### src/hw/rtl/arp_pkg.sv
// Shared types, codes and constants of the ARP proxy responder.
package arp_pkg;

   localparam int TABLE_ENTRIES_DEF = 16;
   localparam int PORT_COUNT_DEF    = 4;

   localparam int PORT_W = 2;
   localparam int IP_W   = 32;
   localparam int MAC_W  = 48;

   localparam logic [1:0] FUNC_FRAME  = 2'd0;
   localparam logic [1:0] FUNC_ADD    = 2'd1;
   localparam logic [1:0] FUNC_REMOVE = 2'd2;

   localparam logic [2:0] ST_REPLY    = 3'd0;
   localparam logic [2:0] ST_INVALID  = 3'd1;
   localparam logic [2:0] ST_NOMATCH  = 3'd2;
   localparam logic [2:0] ST_WRITTEN  = 3'd3;
   localparam logic [2:0] ST_REMOVED  = 3'd4;
   localparam logic [2:0] ST_NOTFOUND = 3'd5;
   localparam logic [2:0] ST_FULL     = 3'd6;

   localparam logic [4:0]  FRAME_BYTES     = 5'd28;
   localparam logic [15:0] HWTYPE_ETHERNET = 16'h0001;
   localparam logic [15:0] PROTO_IPV4      = 16'h0800;
   localparam logic [7:0]  HW_ADDR_LEN     = 8'd6;
   localparam logic [7:0]  PROTO_ADDR_LEN  = 8'd4;
   localparam logic [15:0] OP_REQUEST      = 16'h0001;
   localparam logic [15:0] OP_REPLY        = 16'h0002;

   typedef struct packed {
      logic [PORT_W-1:0] port;
      logic [IP_W-1:0]   ip;
   } key_type;

   typedef struct packed {
      logic [PORT_W-1:0] port;
      logic [IP_W-1:0]   ip;
      logic [MAC_W-1:0]  mac;
   } entry_type;

endpackage

### src/hw/rtl/arp_proxy_responder_top.sv
// ARP proxy responder: table sequencer, slot scan and result register.
// Sequence: a table scan reads the slots through the registered read port and compares each,
// ending early when a slot matches; rejected requests skip the scan and go to the result register.
// Requests are taken one at a time, limited by the single table read port scanned one slot per
// cycle; one new request is taken while a result waits.
// Reset: all slots marked free at once, no clearing pass; control state cleared.
module arp_proxy_responder_top import arp_pkg::*; #(
   parameter int TABLE_ENTRIES = TABLE_ENTRIES_DEF,
   parameter int PORT_COUNT    = PORT_COUNT_DEF
) (
   input  logic        clock,
   input  logic        reset,
   input  logic        req_valid,
   output logic        req_ready,
   input  logic [1:0]  req_func,
   input  logic [1:0]  req_port_index,
   input  logic [4:0]  req_frame_length,
   input  logic [15:0] req_hw_type,
   input  logic [15:0] req_proto_type,
   input  logic [7:0]  req_hw_addr_len,
   input  logic [7:0]  req_proto_addr_len,
   input  logic [15:0] req_opcode,
   input  logic [47:0] req_requester_mac,
   input  logic [31:0] req_requester_ip,
   input  logic [31:0] req_target_ip,
   input  logic [47:0] req_entry_mac,
   output logic        rsp_valid,
   input  logic        rsp_ready,
   output logic [2:0]  rsp_status,
   output logic [1:0]  rsp_out_port,
   output logic [47:0] rsp_reply_sender_mac,
   output logic [31:0] rsp_reply_sender_ip,
   output logic [47:0] rsp_reply_target_mac,
   output logic [31:0] rsp_reply_target_ip
);

   localparam int IW = (TABLE_ENTRIES > 1) ? $clog2(TABLE_ENTRIES) : 1;
   localparam logic [IW-1:0] LAST_IDX = IW'(TABLE_ENTRIES - 1);

   typedef enum logic [1:0] {S_IDLE, S_SCAN, S_FINISH} state_type;
   typedef enum logic [2:0] {K_FRAME, K_ADD, K_REMOVE, K_INVALID, K_NOTFOUND} kind_type;

   state_type               state_ff, state_in;
   kind_type                kind_ff, kind_in;
   logic [TABLE_ENTRIES-1:0] valid_ff, valid_in;
   logic [IW-1:0]           scan_ff, scan_in;
   logic                    issued_ff, issued_in;
   logic [IW-1:0]           chk_idx_ff, chk_idx_in;
   logic                    chk_vld_ff, chk_vld_in;
   logic                    hit_ff, hit_in;
   logic [IW-1:0]           hit_idx_ff, hit_idx_in;
   logic [MAC_W-1:0]        hit_mac_ff, hit_mac_in;
   logic                    free_found_ff, free_found_in;
   logic [IW-1:0]           free_idx_ff, free_idx_in;

   logic [PORT_W-1:0]       port_ff, port_in;
   logic [IP_W-1:0]         tgt_ip_ff, tgt_ip_in;
   logic [MAC_W-1:0]        req_mac_ff, req_mac_in;
   logic [IP_W-1:0]         req_ip_ff, req_ip_in;
   logic [MAC_W-1:0]        new_mac_ff, new_mac_in;

   logic                    rsp_valid_ff, rsp_valid_in;
   logic [2:0]              rsp_status_ff, rsp_status_in;
   logic [PORT_W-1:0]       rsp_port_ff, rsp_port_in;
   logic [MAC_W-1:0]        rsp_smac_ff, rsp_smac_in;
   logic [IP_W-1:0]         rsp_sip_ff, rsp_sip_in;
   logic [MAC_W-1:0]        rsp_tmac_ff, rsp_tmac_in;
   logic [IP_W-1:0]         rsp_tip_ff, rsp_tip_in;

   logic                    accept;
   logic                    port_ok;
   logic                    frame_ok;
   logic                    rd_en;
   logic                    wr_en;
   logic [IW-1:0]           wr_addr;
   entry_type               wr_entry;
   entry_type               rd_entry;
   key_type                 key;
   logic                    slot_hit;
   logic                    out_free;

   arp_ram #(
      .WIDTH ($bits(entry_type)),
      .DEPTH (TABLE_ENTRIES)
   ) u_table (
      .clock   (clock),
      .wr_en   (wr_en),
      .wr_addr (wr_addr),
      .wr_data (wr_entry),
      .rd_en   (rd_en),
      .rd_addr (scan_ff),
      .rd_data (rd_entry)
   );

   assign key.port = port_ff;
   assign key.ip   = tgt_ip_ff;

   arp_cmp u_cmp (
      .entry       (rd_entry),
      .entry_valid (chk_vld_ff && valid_ff[chk_idx_ff]),
      .key         (key),
      .hit         (slot_hit)
   );

   assign req_ready = (state_ff == S_IDLE);
   assign accept    = req_valid && req_ready;
   assign out_free  = !rsp_valid_ff || rsp_ready;
   assign port_ok   = 32'(req_port_index) < 32'(PORT_COUNT);
   assign frame_ok  = (req_frame_length == FRAME_BYTES) && (req_hw_type == HWTYPE_ETHERNET) &&
                      (req_proto_type == PROTO_IPV4) && (req_hw_addr_len == HW_ADDR_LEN) &&
                      (req_proto_addr_len == PROTO_ADDR_LEN) && (req_opcode == OP_REQUEST);
   assign rd_en     = (state_ff == S_SCAN) && !issued_ff;

   assign wr_entry.port = port_ff;
   assign wr_entry.ip   = tgt_ip_ff;
   assign wr_entry.mac  = new_mac_ff;

   always_comb begin
      state_in      = state_ff;
      kind_in       = kind_ff;
      valid_in      = valid_ff;
      scan_in       = scan_ff;
      issued_in     = issued_ff;
      chk_idx_in    = chk_idx_ff;
      chk_vld_in    = 1'b0;
      hit_in        = hit_ff;
      hit_idx_in    = hit_idx_ff;
      hit_mac_in    = hit_mac_ff;
      free_found_in = free_found_ff;
      free_idx_in   = free_idx_ff;
      port_in       = port_ff;
      tgt_ip_in     = tgt_ip_ff;
      req_mac_in    = req_mac_ff;
      req_ip_in     = req_ip_ff;
      new_mac_in    = new_mac_ff;
      rsp_valid_in  = rsp_valid_ff && !rsp_ready;
      rsp_status_in = rsp_status_ff;
      rsp_port_in   = rsp_port_ff;
      rsp_smac_in   = rsp_smac_ff;
      rsp_sip_in    = rsp_sip_ff;
      rsp_tmac_in   = rsp_tmac_ff;
      rsp_tip_in    = rsp_tip_ff;
      wr_en         = 1'b0;
      wr_addr       = hit_idx_ff;

      case (state_ff)
         S_IDLE: begin
            if (accept) begin
               port_in       = req_port_index;
               tgt_ip_in     = req_target_ip;
               req_mac_in    = req_requester_mac;
               req_ip_in     = req_requester_ip;
               new_mac_in    = req_entry_mac;
               scan_in       = '0;
               issued_in     = 1'b0;
               hit_in        = 1'b0;
               free_found_in = 1'b0;
               case (req_func)
                  FUNC_FRAME:  kind_in = (frame_ok && port_ok) ? K_FRAME : K_INVALID;
                  FUNC_ADD:    kind_in = port_ok ? K_ADD : K_NOTFOUND;
                  FUNC_REMOVE: kind_in = port_ok ? K_REMOVE : K_NOTFOUND;
                  default:     kind_in = K_INVALID;
               endcase
               if (kind_in == K_INVALID || kind_in == K_NOTFOUND) begin
                  state_in = S_FINISH;
               end else begin
                  state_in = S_SCAN;
               end
            end
         end
         S_SCAN: begin
            if (!issued_ff) begin
               chk_idx_in = scan_ff;
               chk_vld_in = 1'b1;
               if (!free_found_ff && !valid_ff[scan_ff]) begin
                  free_found_in = 1'b1;
                  free_idx_in   = scan_ff;
               end
               if (scan_ff == LAST_IDX) begin
                  issued_in = 1'b1;
               end else begin
                  scan_in = scan_ff + 1'b1;
               end
            end
            if (slot_hit) begin
               hit_in     = 1'b1;
               hit_idx_in = chk_idx_ff;
               hit_mac_in = rd_entry.mac;
               chk_vld_in = 1'b0;
               state_in   = S_FINISH;
            end else if (chk_vld_ff && chk_idx_ff == LAST_IDX) begin
               state_in = S_FINISH;
            end
         end
         S_FINISH: begin
            if (out_free) begin
               rsp_valid_in  = 1'b1;
               rsp_port_in   = '0;
               rsp_smac_in   = '0;
               rsp_sip_in    = '0;
               rsp_tmac_in   = '0;
               rsp_tip_in    = '0;
               case (kind_ff)
                  K_FRAME: begin
                     if (hit_ff) begin
                        rsp_status_in = ST_REPLY;
                        rsp_port_in   = port_ff;
                        rsp_smac_in   = hit_mac_ff;
                        rsp_sip_in    = tgt_ip_ff;
                        rsp_tmac_in   = req_mac_ff;
                        rsp_tip_in    = req_ip_ff;
                     end else begin
                        rsp_status_in = ST_NOMATCH;
                     end
                  end
                  K_ADD: begin
                     if (hit_ff || free_found_ff) begin
                        wr_en           = 1'b1;
                        wr_addr         = hit_ff ? hit_idx_ff : free_idx_ff;
                        valid_in[wr_addr] = 1'b1;
                        rsp_status_in   = ST_WRITTEN;
                     end else begin
                        rsp_status_in = ST_FULL;
                     end
                  end
                  K_REMOVE: begin
                     if (hit_ff) begin
                        valid_in[hit_idx_ff] = 1'b0;
                        rsp_status_in        = ST_REMOVED;
                     end else begin
                        rsp_status_in = ST_NOTFOUND;
                     end
                  end
                  K_NOTFOUND: rsp_status_in = ST_NOTFOUND;
                  default:    rsp_status_in = ST_INVALID;
               endcase
               state_in = S_IDLE;
            end
         end
         default: state_in = S_IDLE;
      endcase
   end

   always_ff @(posedge clock) begin
      if (reset) begin
         state_ff     <= S_IDLE;
         kind_ff      <= K_INVALID;
         valid_ff     <= '0;
         issued_ff    <= 1'b0;
         chk_vld_ff   <= 1'b0;
         hit_ff       <= 1'b0;
         free_found_ff <= 1'b0;
         rsp_valid_ff <= 1'b0;
      end else begin
         state_ff     <= state_in;
         kind_ff      <= kind_in;
         valid_ff     <= valid_in;
         issued_ff    <= issued_in;
         chk_vld_ff   <= chk_vld_in;
         hit_ff       <= hit_in;
         free_found_ff <= free_found_in;
         rsp_valid_ff <= rsp_valid_in;
      end
      scan_ff       <= scan_in;
      chk_idx_ff    <= chk_idx_in;
      hit_idx_ff    <= hit_idx_in;
      hit_mac_ff    <= hit_mac_in;
      free_idx_ff   <= free_idx_in;
      port_ff       <= port_in;
      tgt_ip_ff     <= tgt_ip_in;
      req_mac_ff    <= req_mac_in;
      req_ip_ff     <= req_ip_in;
      new_mac_ff    <= new_mac_in;
      rsp_status_ff <= rsp_status_in;
      rsp_port_ff   <= rsp_port_in;
      rsp_smac_ff   <= rsp_smac_in;
      rsp_sip_ff    <= rsp_sip_in;
      rsp_tmac_ff   <= rsp_tmac_in;
      rsp_tip_ff    <= rsp_tip_in;
   end

   assign rsp_valid            = rsp_valid_ff;
   assign rsp_status           = rsp_status_ff;
   assign rsp_out_port         = rsp_port_ff;
   assign rsp_reply_sender_mac = rsp_smac_ff;
   assign rsp_reply_sender_ip  = rsp_sip_ff;
   assign rsp_reply_target_mac = rsp_tmac_ff;
   assign rsp_reply_target_ip  = rsp_tip_ff;

endmodule

### src/hw/rtl/arp_ram.sv
// Generic single-port-write, single-port-read RAM with registered read data.
module arp_ram #(
   parameter int WIDTH = 8,
   parameter int DEPTH = 16
) (
   input  logic                                     clock,
   input  logic                                     wr_en,
   input  logic [((DEPTH > 1) ? $clog2(DEPTH) : 1)-1:0] wr_addr,
   input  logic [WIDTH-1:0]                         wr_data,
   input  logic                                     rd_en,
   input  logic [((DEPTH > 1) ? $clog2(DEPTH) : 1)-1:0] rd_addr,
   output logic [WIDTH-1:0]                         rd_data
);

   logic [WIDTH-1:0] mem_ff [DEPTH];
   logic [WIDTH-1:0] rd_data_ff;

   always_ff @(posedge clock) begin
      if (wr_en) begin
         mem_ff[wr_addr] <= wr_data;
      end
      if (rd_en) begin
         rd_data_ff <= mem_ff[rd_addr];
      end
   end

   assign rd_data = rd_data_ff;

endmodule

### src/hw/rtl/arp_cmp.sv
// Slot compare unit: matches one stored entry against the lookup key.
module arp_cmp import arp_pkg::*; (
   input  entry_type entry,
   input  logic      entry_valid,
   input  key_type   key,
   output logic      hit
);

   assign hit = entry_valid && (entry.port == key.port) && (entry.ip == key.ip);

endmodule
### config.mk
export PLATFORM = sky130hd
export DESIGN_NAME = arp_proxy_responder_top
export DESIGN_NICKNAME = d
export VERILOG_FILES = /design/src/hw/rtl/arp_pkg.sv /design/src/hw/rtl/arp_proxy_responder_top.sv /design/src/hw/rtl/arp_ram.sv /design/src/hw/rtl/arp_cmp.sv
export SDC_FILE = /design/constraint.sdc
export NUM_CORES = 2
export LEC_CHECK = 0
export BUFFER_PORTS_ARGS = -buffer_cell sky130_fd_sc_hd__clkbuf_2
export CAP_MARGIN = 20
export CORE_UTILIZATION = 50
export DETAILED_ROUTE_END_ITERATION = 6
export MAX_ROUTING_LAYER = met4
export PLACE_DENSITY_LB_ADDON = 0.2
export SLEW_MARGIN = 10
export SYNTH_ARGS = -nofsm -noshare
export SYNTH_HDL_FRONTEND = slang
export SYNTH_SLANG_ARGS = --single-unit
### constraint.sdc
create_clock -name clock -period 15.1 [get_ports clock]
set_clock_uncertainty 0.1 [all_clocks]
set_input_delay 0 -clock clock [delete_from_list [all_inputs] [get_ports clock]]
set_output_delay 0 -clock clock [all_outputs]
set_load 0.03 [all_outputs]
Word-level counts from Yosys, hierarchy flattened
Memory sizes are Yosys's and may differ from the RTL's. A register that Yosys moved wholly into a read port is not among the register bits.
Index checks and enable logic that the tools add are counted.
{"block": "op_classes", "n_addsub": 1, "magnitude_cmp": 6, "eq_ne": 28, "n_mux": 52, "bitwise_logic": 5, "n_reduce_logical": 41}
{"op": "16-bit by 1-bit == test with 1-bit output (second input constant)", "n": 2}
{"op": "32-bit == test", "n": 1}
{"op": "16-bit 2-to-1 mux", "n": 2}
{"op": "4-bit 2-to-1 mux", "n": 8}
{"op": "16-bit case mux with 2 select lines", "n": 1}
{"op": "4-bit by 5-bit less-than comparator with 1-bit output (second input constant)", "n": 4}
{"op": "1-bit 2-to-1 mux", "n": 20}
{"op": "16-bit AND", "n": 1}
{"op": "16-bit by 12-bit == test with 1-bit output (second input constant)", "n": 1}
{"op": "8-bit by 3-bit == test with 1-bit output (second input constant)", "n": 2}
{"op": "16-bit NOT", "n": 1}
{"op": "16-bit OR", "n": 1}
{"op": "1-bit logical AND", "n": 15}
{"op": "2-bit 2-to-1 mux", "n": 7}
{"op": "2-bit != test (second input constant)", "n": 6}
{"op": "2-bit case mux with 3 select lines", "n": 2}
{"op": "3-bit case mux with 4 select lines", "n": 1}
{"op": "2-bit AND reduction", "n": 6}
{"op": "3-bit 2-to-1 mux", "n": 3}
{"op": "3-bit AND reduction", "n": 3}
{"op": "1-bit binary-select mux with 4-bit select", "n": 2}
{"op": "1-bit demux with 4-bit select", "n": 2}
{"op": "4-bit == test (second input constant)", "n": 2}
{"op": "4-bit by 1-bit greater-or-equal comparator with 1-bit output (second input constant)", "n": 2}
{"op": "other kinds (21)", "n": 38}
{"block": "word_totals", "register_bits": 417, "ram_bits": 1312, "input_bits": 237, "output_inout_bits": 167, "elab_cells": 158, "n_memories": 1}
{"name": "u_table.mem_ff", "words": 16, "width": 82, "rd": 1, "rd_ports_with_merged_regs": 1, "wr": 1, "line": "arp_ram.sv:15", "rtl": "logic [WIDTH-1:0] mem_ff [DEPTH];"}

Logic depth before layout (Yosys ltp)
{"block": "logic_depth", "word_depth": 15, "mapped_depth": 7, "mapped_depth_nobuf": 6}

Hierarchy
From an unflattened synthesis, not the netlist that was laid out.
{"block": "unflattened", "cells_unflattened": 2930, "area_unflattened_um2": 66587.6}
{"mod": "arp_ram", "n_inst": 1, "cells_each": 2103, "area_each_um2": 51504.4, "seq_area_each_um2": 41860.1}
{"mod": "arp_proxy_responder_top", "n_inst": 1, "cells_each": 781, "area_each_um2": 14706.6, "seq_area_each_um2": 12241.7}
{"mod": "arp_cmp", "n_inst": 1, "cells_each": 46, "area_each_um2": 376.6, "seq_area_each_um2": 0.0}

Least setup slack after synthesis
OpenSTA, ideal clock, no wires.
{"block": "synth_path", "kind": "register to register", "from": "reg rsp_valid_ff, in the netlist rsp_valid", "to": "reg rsp_port_ff[0], in the netlist rsp_out_port[0], enable pin", "setup_time_ps": 693, "arrival_time_ps": 7503, "required_time_ps": 14307, "path_slack_ps": 6804, "stages_incl_launch_ff": 3, "path_buffers": 0, "period_less_slack_ps": 8296, "path_cell_list": "dfxtp_1 -> nor2b_1 -> nor2_1"}
{"block": "synth_between", "elab_chain_cells": 3}
{"item": "start: declaration", "line": "arp_proxy_responder_top.sv:62", "rtl": "logic rsp_valid_ff, rsp_valid_in;"}
{"item": "start signal: assignment", "line": "arp_proxy_responder_top.sv:262", "rtl": "rsp_valid_ff <= rsp_valid_in;"}
{"item": "1-bit logical NOT", "line": "arp_proxy_responder_top.sv:107", "rtl": "assign out_free = !rsp_valid_ff || rsp_ready;"}
{"item": "1-bit logical OR", "line": "arp_proxy_responder_top.sv:107"}
{"item": "2-bit AND reduction (no source line)"}
{"item": "end signal: assignment", "line": "arp_proxy_responder_top.sv:275", "rtl": "rsp_port_ff <= rsp_port_in;"}
{"item": "end: declaration", "line": "arp_proxy_responder_top.sv:64", "rtl": "logic [PORT_W-1:0] rsp_port_ff, rsp_port_in;"}
Every way passes these cells.
A chain may end at the register's enable or synchronous reset.

==> results.toml <==
[timing]
worst_slack_ns = 10.56
worst_pin_slew_ns = 1.272
fmax_mhz = 220.3
hold_slack_ns = 0.1018
post-route-min-period_ns = 4.539
max-slew-margin-rel_pct = 15.17
period_share_pct = 30.06
setup_violations = 0
report.final.hold_viol_count = 0
drv_slew = 0
grt_setup_unrepaired = "no"
setup-tns-final_ns = 0

[final_layout]
fillerInstances = 9178
seq_area_mm2 = 0.05410
fin_cells = 5514
drive_gt1_share_pct = 30.22
design_area_mm2 = 0.07976
layout.nets = 3854
multi_input_area_mm2 = 0.01200
area_delta_synth_final_pct = 19.86
final_util_pct = 60.52

[yosys]
syn_inst = 2755
synth_seq_area_share_pct = 81.30
synth_most_common_cell = "edfxtp_1"
synth_top_flop_cell = "edfxtp_1"
syn_nets = 2993
ys_async_sr_fraction_pct = 0
post_synth_xor_area_fraction_pct = 0.4870
synth-simple-area-share_pct = 2.661
yosys.area_share.adder_pct = 0.01880
synth_top_family_by_area = "multiplexers"
synth_area_leaders = "edfxtp_1 (81%), mux4_2 (14%), and2_1 (1.5%), dfxtp_1 (0.75%), xnor2_1 (0.43%)"
synth_top_area_cell = "edfxtp_1"
synthMuxAreaShare_pct = 14.21
synth-edff-count = 1785
synth_seq_cells = 1810
yosysUniqueCellTypes = 42
synth_area_mm2 = 0.06654
yosysWarningCount = 0
synth.avg_cell_area_um2 = 24.15
synth_common_cells = "edfxtp_1 (1785), mux4_2 (420), and2_1 (162), clkbuf_1 (64), buf_2 (39)"
yosys.area.top_type_share_pct = 80.55
synth_compound_area_share_pct = 0.4983

[clocking]
insertion_delay_ns = 0.80
cts_buffers = 181
cts_buffer_depth = 3
cts_setup_buffers = 0
clk_pin_slew_ns = 0.07
cts_sinks = 1810
cts_tree = "built"
cts.repair.resized = 0
hold_buffers = 339
htreeDepth = 4
root_buffer = "clkbuf_16"

[grt]
grt_pass1_wl_um = 225800
grt_usage_pct = 23.97
grt_pass1_vias = 33270
overflow = 0
grt_max_degree = 177
antenna_found_initial = 4

[setup_path]
cp_top_family = "buffers and inverters"
endpoint_kind = "flip-flop"
r2r_setup_slack_ns = 10.56
ff2ff_path_depth = 5
rr_startpoint = "scan_ff[0]"
worstPathMaxFanout = 51
start_kind = "flip-flop"
crit_type = "flip-flop to flip-flop"
crit_chain = "buf_4, buf_4, buf_4, mux4_2, mux4_2"
arrival_ns = 4.96
worst-path-buf-inv = 3
startpoint = "scan_ff[0]"
cpPeakStageDelay_ns = 0.91
cp_slowest_cell = "buf_4"
crit-reg2reg-capture = "u_table.rd_data[51]"
crit_top_cell = "buf_4"
crit_required_ns = 15.53

[power]
power_frac_seq_pct = 53.0
total_power_mw = 10.98
leakage_nw = 25.91
p_int_mw = 8.562
powerDensity_mw_per_mm2 = 137.6
max-vdd-ir-drop_mv = 0.1043
combPwrFrac_pct = 8.6
p_switching_mw = 2.415
swShare_pct = 22.00
clkPwrFrac_pct = 38.4

[min_path]
hold_path_end = "tgt_ip_ff[25]"
hold_start = "req_target_ip[25]"
whs_path_depth = 2
hold_path_class = "primary input to flip-flop"

[floorplan]
floorplan.rows = 133
start_util_pct = 50.49
core_area_mm2 = 0.1318
ioPinCount = 404
dieWidth_um = 366.8
die_area_mm2 = 0.1346
dieHeight_um = 366.8

[detailed_routing]
first_pass_iters = 5
wl_um = 155000
drc = 0
drtIter0Drc = 3141
via_count = 31940
vias_per_cell = 5.793
ant_nets = 0
avgRoutedWirePerCell_um = 28.11

[placement]
portBuffers = 403
place_ws_ns = 10.37
place_area_mm2 = 0.07081
hpwl_um = 80510
place.gp.congestion = 0.9601
dp.cells = 4848

[run]
drv_cap = 0

[run_status]
outcome = "finished clean"
-- power groups by stage --
stage	logic [mW]	registers, mW	clock network [mW]
final	0.946	5.82	4.21
after detailed placement	0.887	5.92	0
after global placement	0.877	5.91	0
after floorplan	0.588	5.95	0
after CTS	0.962	5.82	4.29
after global routing	1.01	5.83	4.48
-- worst max path at each step --
stage                     depth (start not counted)             endpoint  slack [ns]
after floorplan                                   2      rsp_out_port[0]        6.80
after global placement                            5  u_table.rd_data[48]       10.47
after detailed placement                          5  u_table.rd_data[49]       10.37
after CTS                                         5  u_table.rd_data[51]       10.41
after global routing                              5  u_table.rd_data[49]       10.15
final                                             5  u_table.rd_data[51]       10.56
-- layout make-up --
class / count / area share, %
diodes: 3 / 0.009412
clock buffers: 232 / 5.999
clock inverters: 91 / 0.9334
inverters: 13 / 0.1082
multi-input cells: 816 / 15.05
flip-flops and latches: 1810 / 67.83
well taps: 1755 / 2.753
repair buffers: 794 / 7.320
-- metal layers --
layer,GRT usage [%],up-vias,part of all wire [%]
li1,-,13320,-
met1,32.72,17030,42
met2,37.96,1353,50
met3,3.607,243,6.3
met4,6.859,0,2.4
met5,-,-,0
-- flip-flops by register name, summed over array words and instances (netlist names), 4 cells and up --
| register | flops |
|---|---|
| u_table.mem_ff | 1312 |
| u_table.rd_data | 82 |
| hit_mac_ff | 48 |
| new_mac_ff | 48 |
| req_mac_ff | 48 |
| rsp_reply_sender_mac | 48 |
| rsp_reply_target_mac | 48 |
| req_ip_ff | 32 |
| rsp_reply_sender_ip | 32 |
| rsp_reply_target_ip | 32 |
| tgt_ip_ff | 32 |
| valid_ff | 16 |
| chk_idx_ff | 4 |
| free_idx_ff | 4 |
| hit_idx_ff | 4 |
| scan_ff | 4 |
-- layout by cell type, fill, tap and decap left out, drive strengths merged, types with 9 or more instances in the layout --
cell type / n
a21oi: 24
and2: 162
buf: 52
bufinv: 9
clkbuf: 635
clkinv: 68
clkinvlp: 9
dfxtp: 25
dlygate4sd3: 339
edfxtp: 1785
inv: 18
mux4: 420
nand2: 23
nand3: 10
nand4: 13
nor2: 38
nor3: 9
nor4: 14
o21ai: 14
xnor2: 33
-- worst reg2reg max path: cells and delay by family, from the launching register on --
kind | cells | cell delay, ns
buffers and inverters | 3 | 2.62
muxes | 2 | 1.17
DFF | 1 | 0.39
-- logic make-up after synthesis --
| logic type | count (synthesis) |
|---|---|
| DFF | 1810 |
| buffers and inverters | 129 |
| and+or+nand+nor | 302 |
| xor gates and xnor gates | 37 |
| AOI/OAI and AO/OA | 56 |
| muxes | 420 |
| adders and majority gates | 1 |
Note: power is estimated with default switching activity, not from simulation.
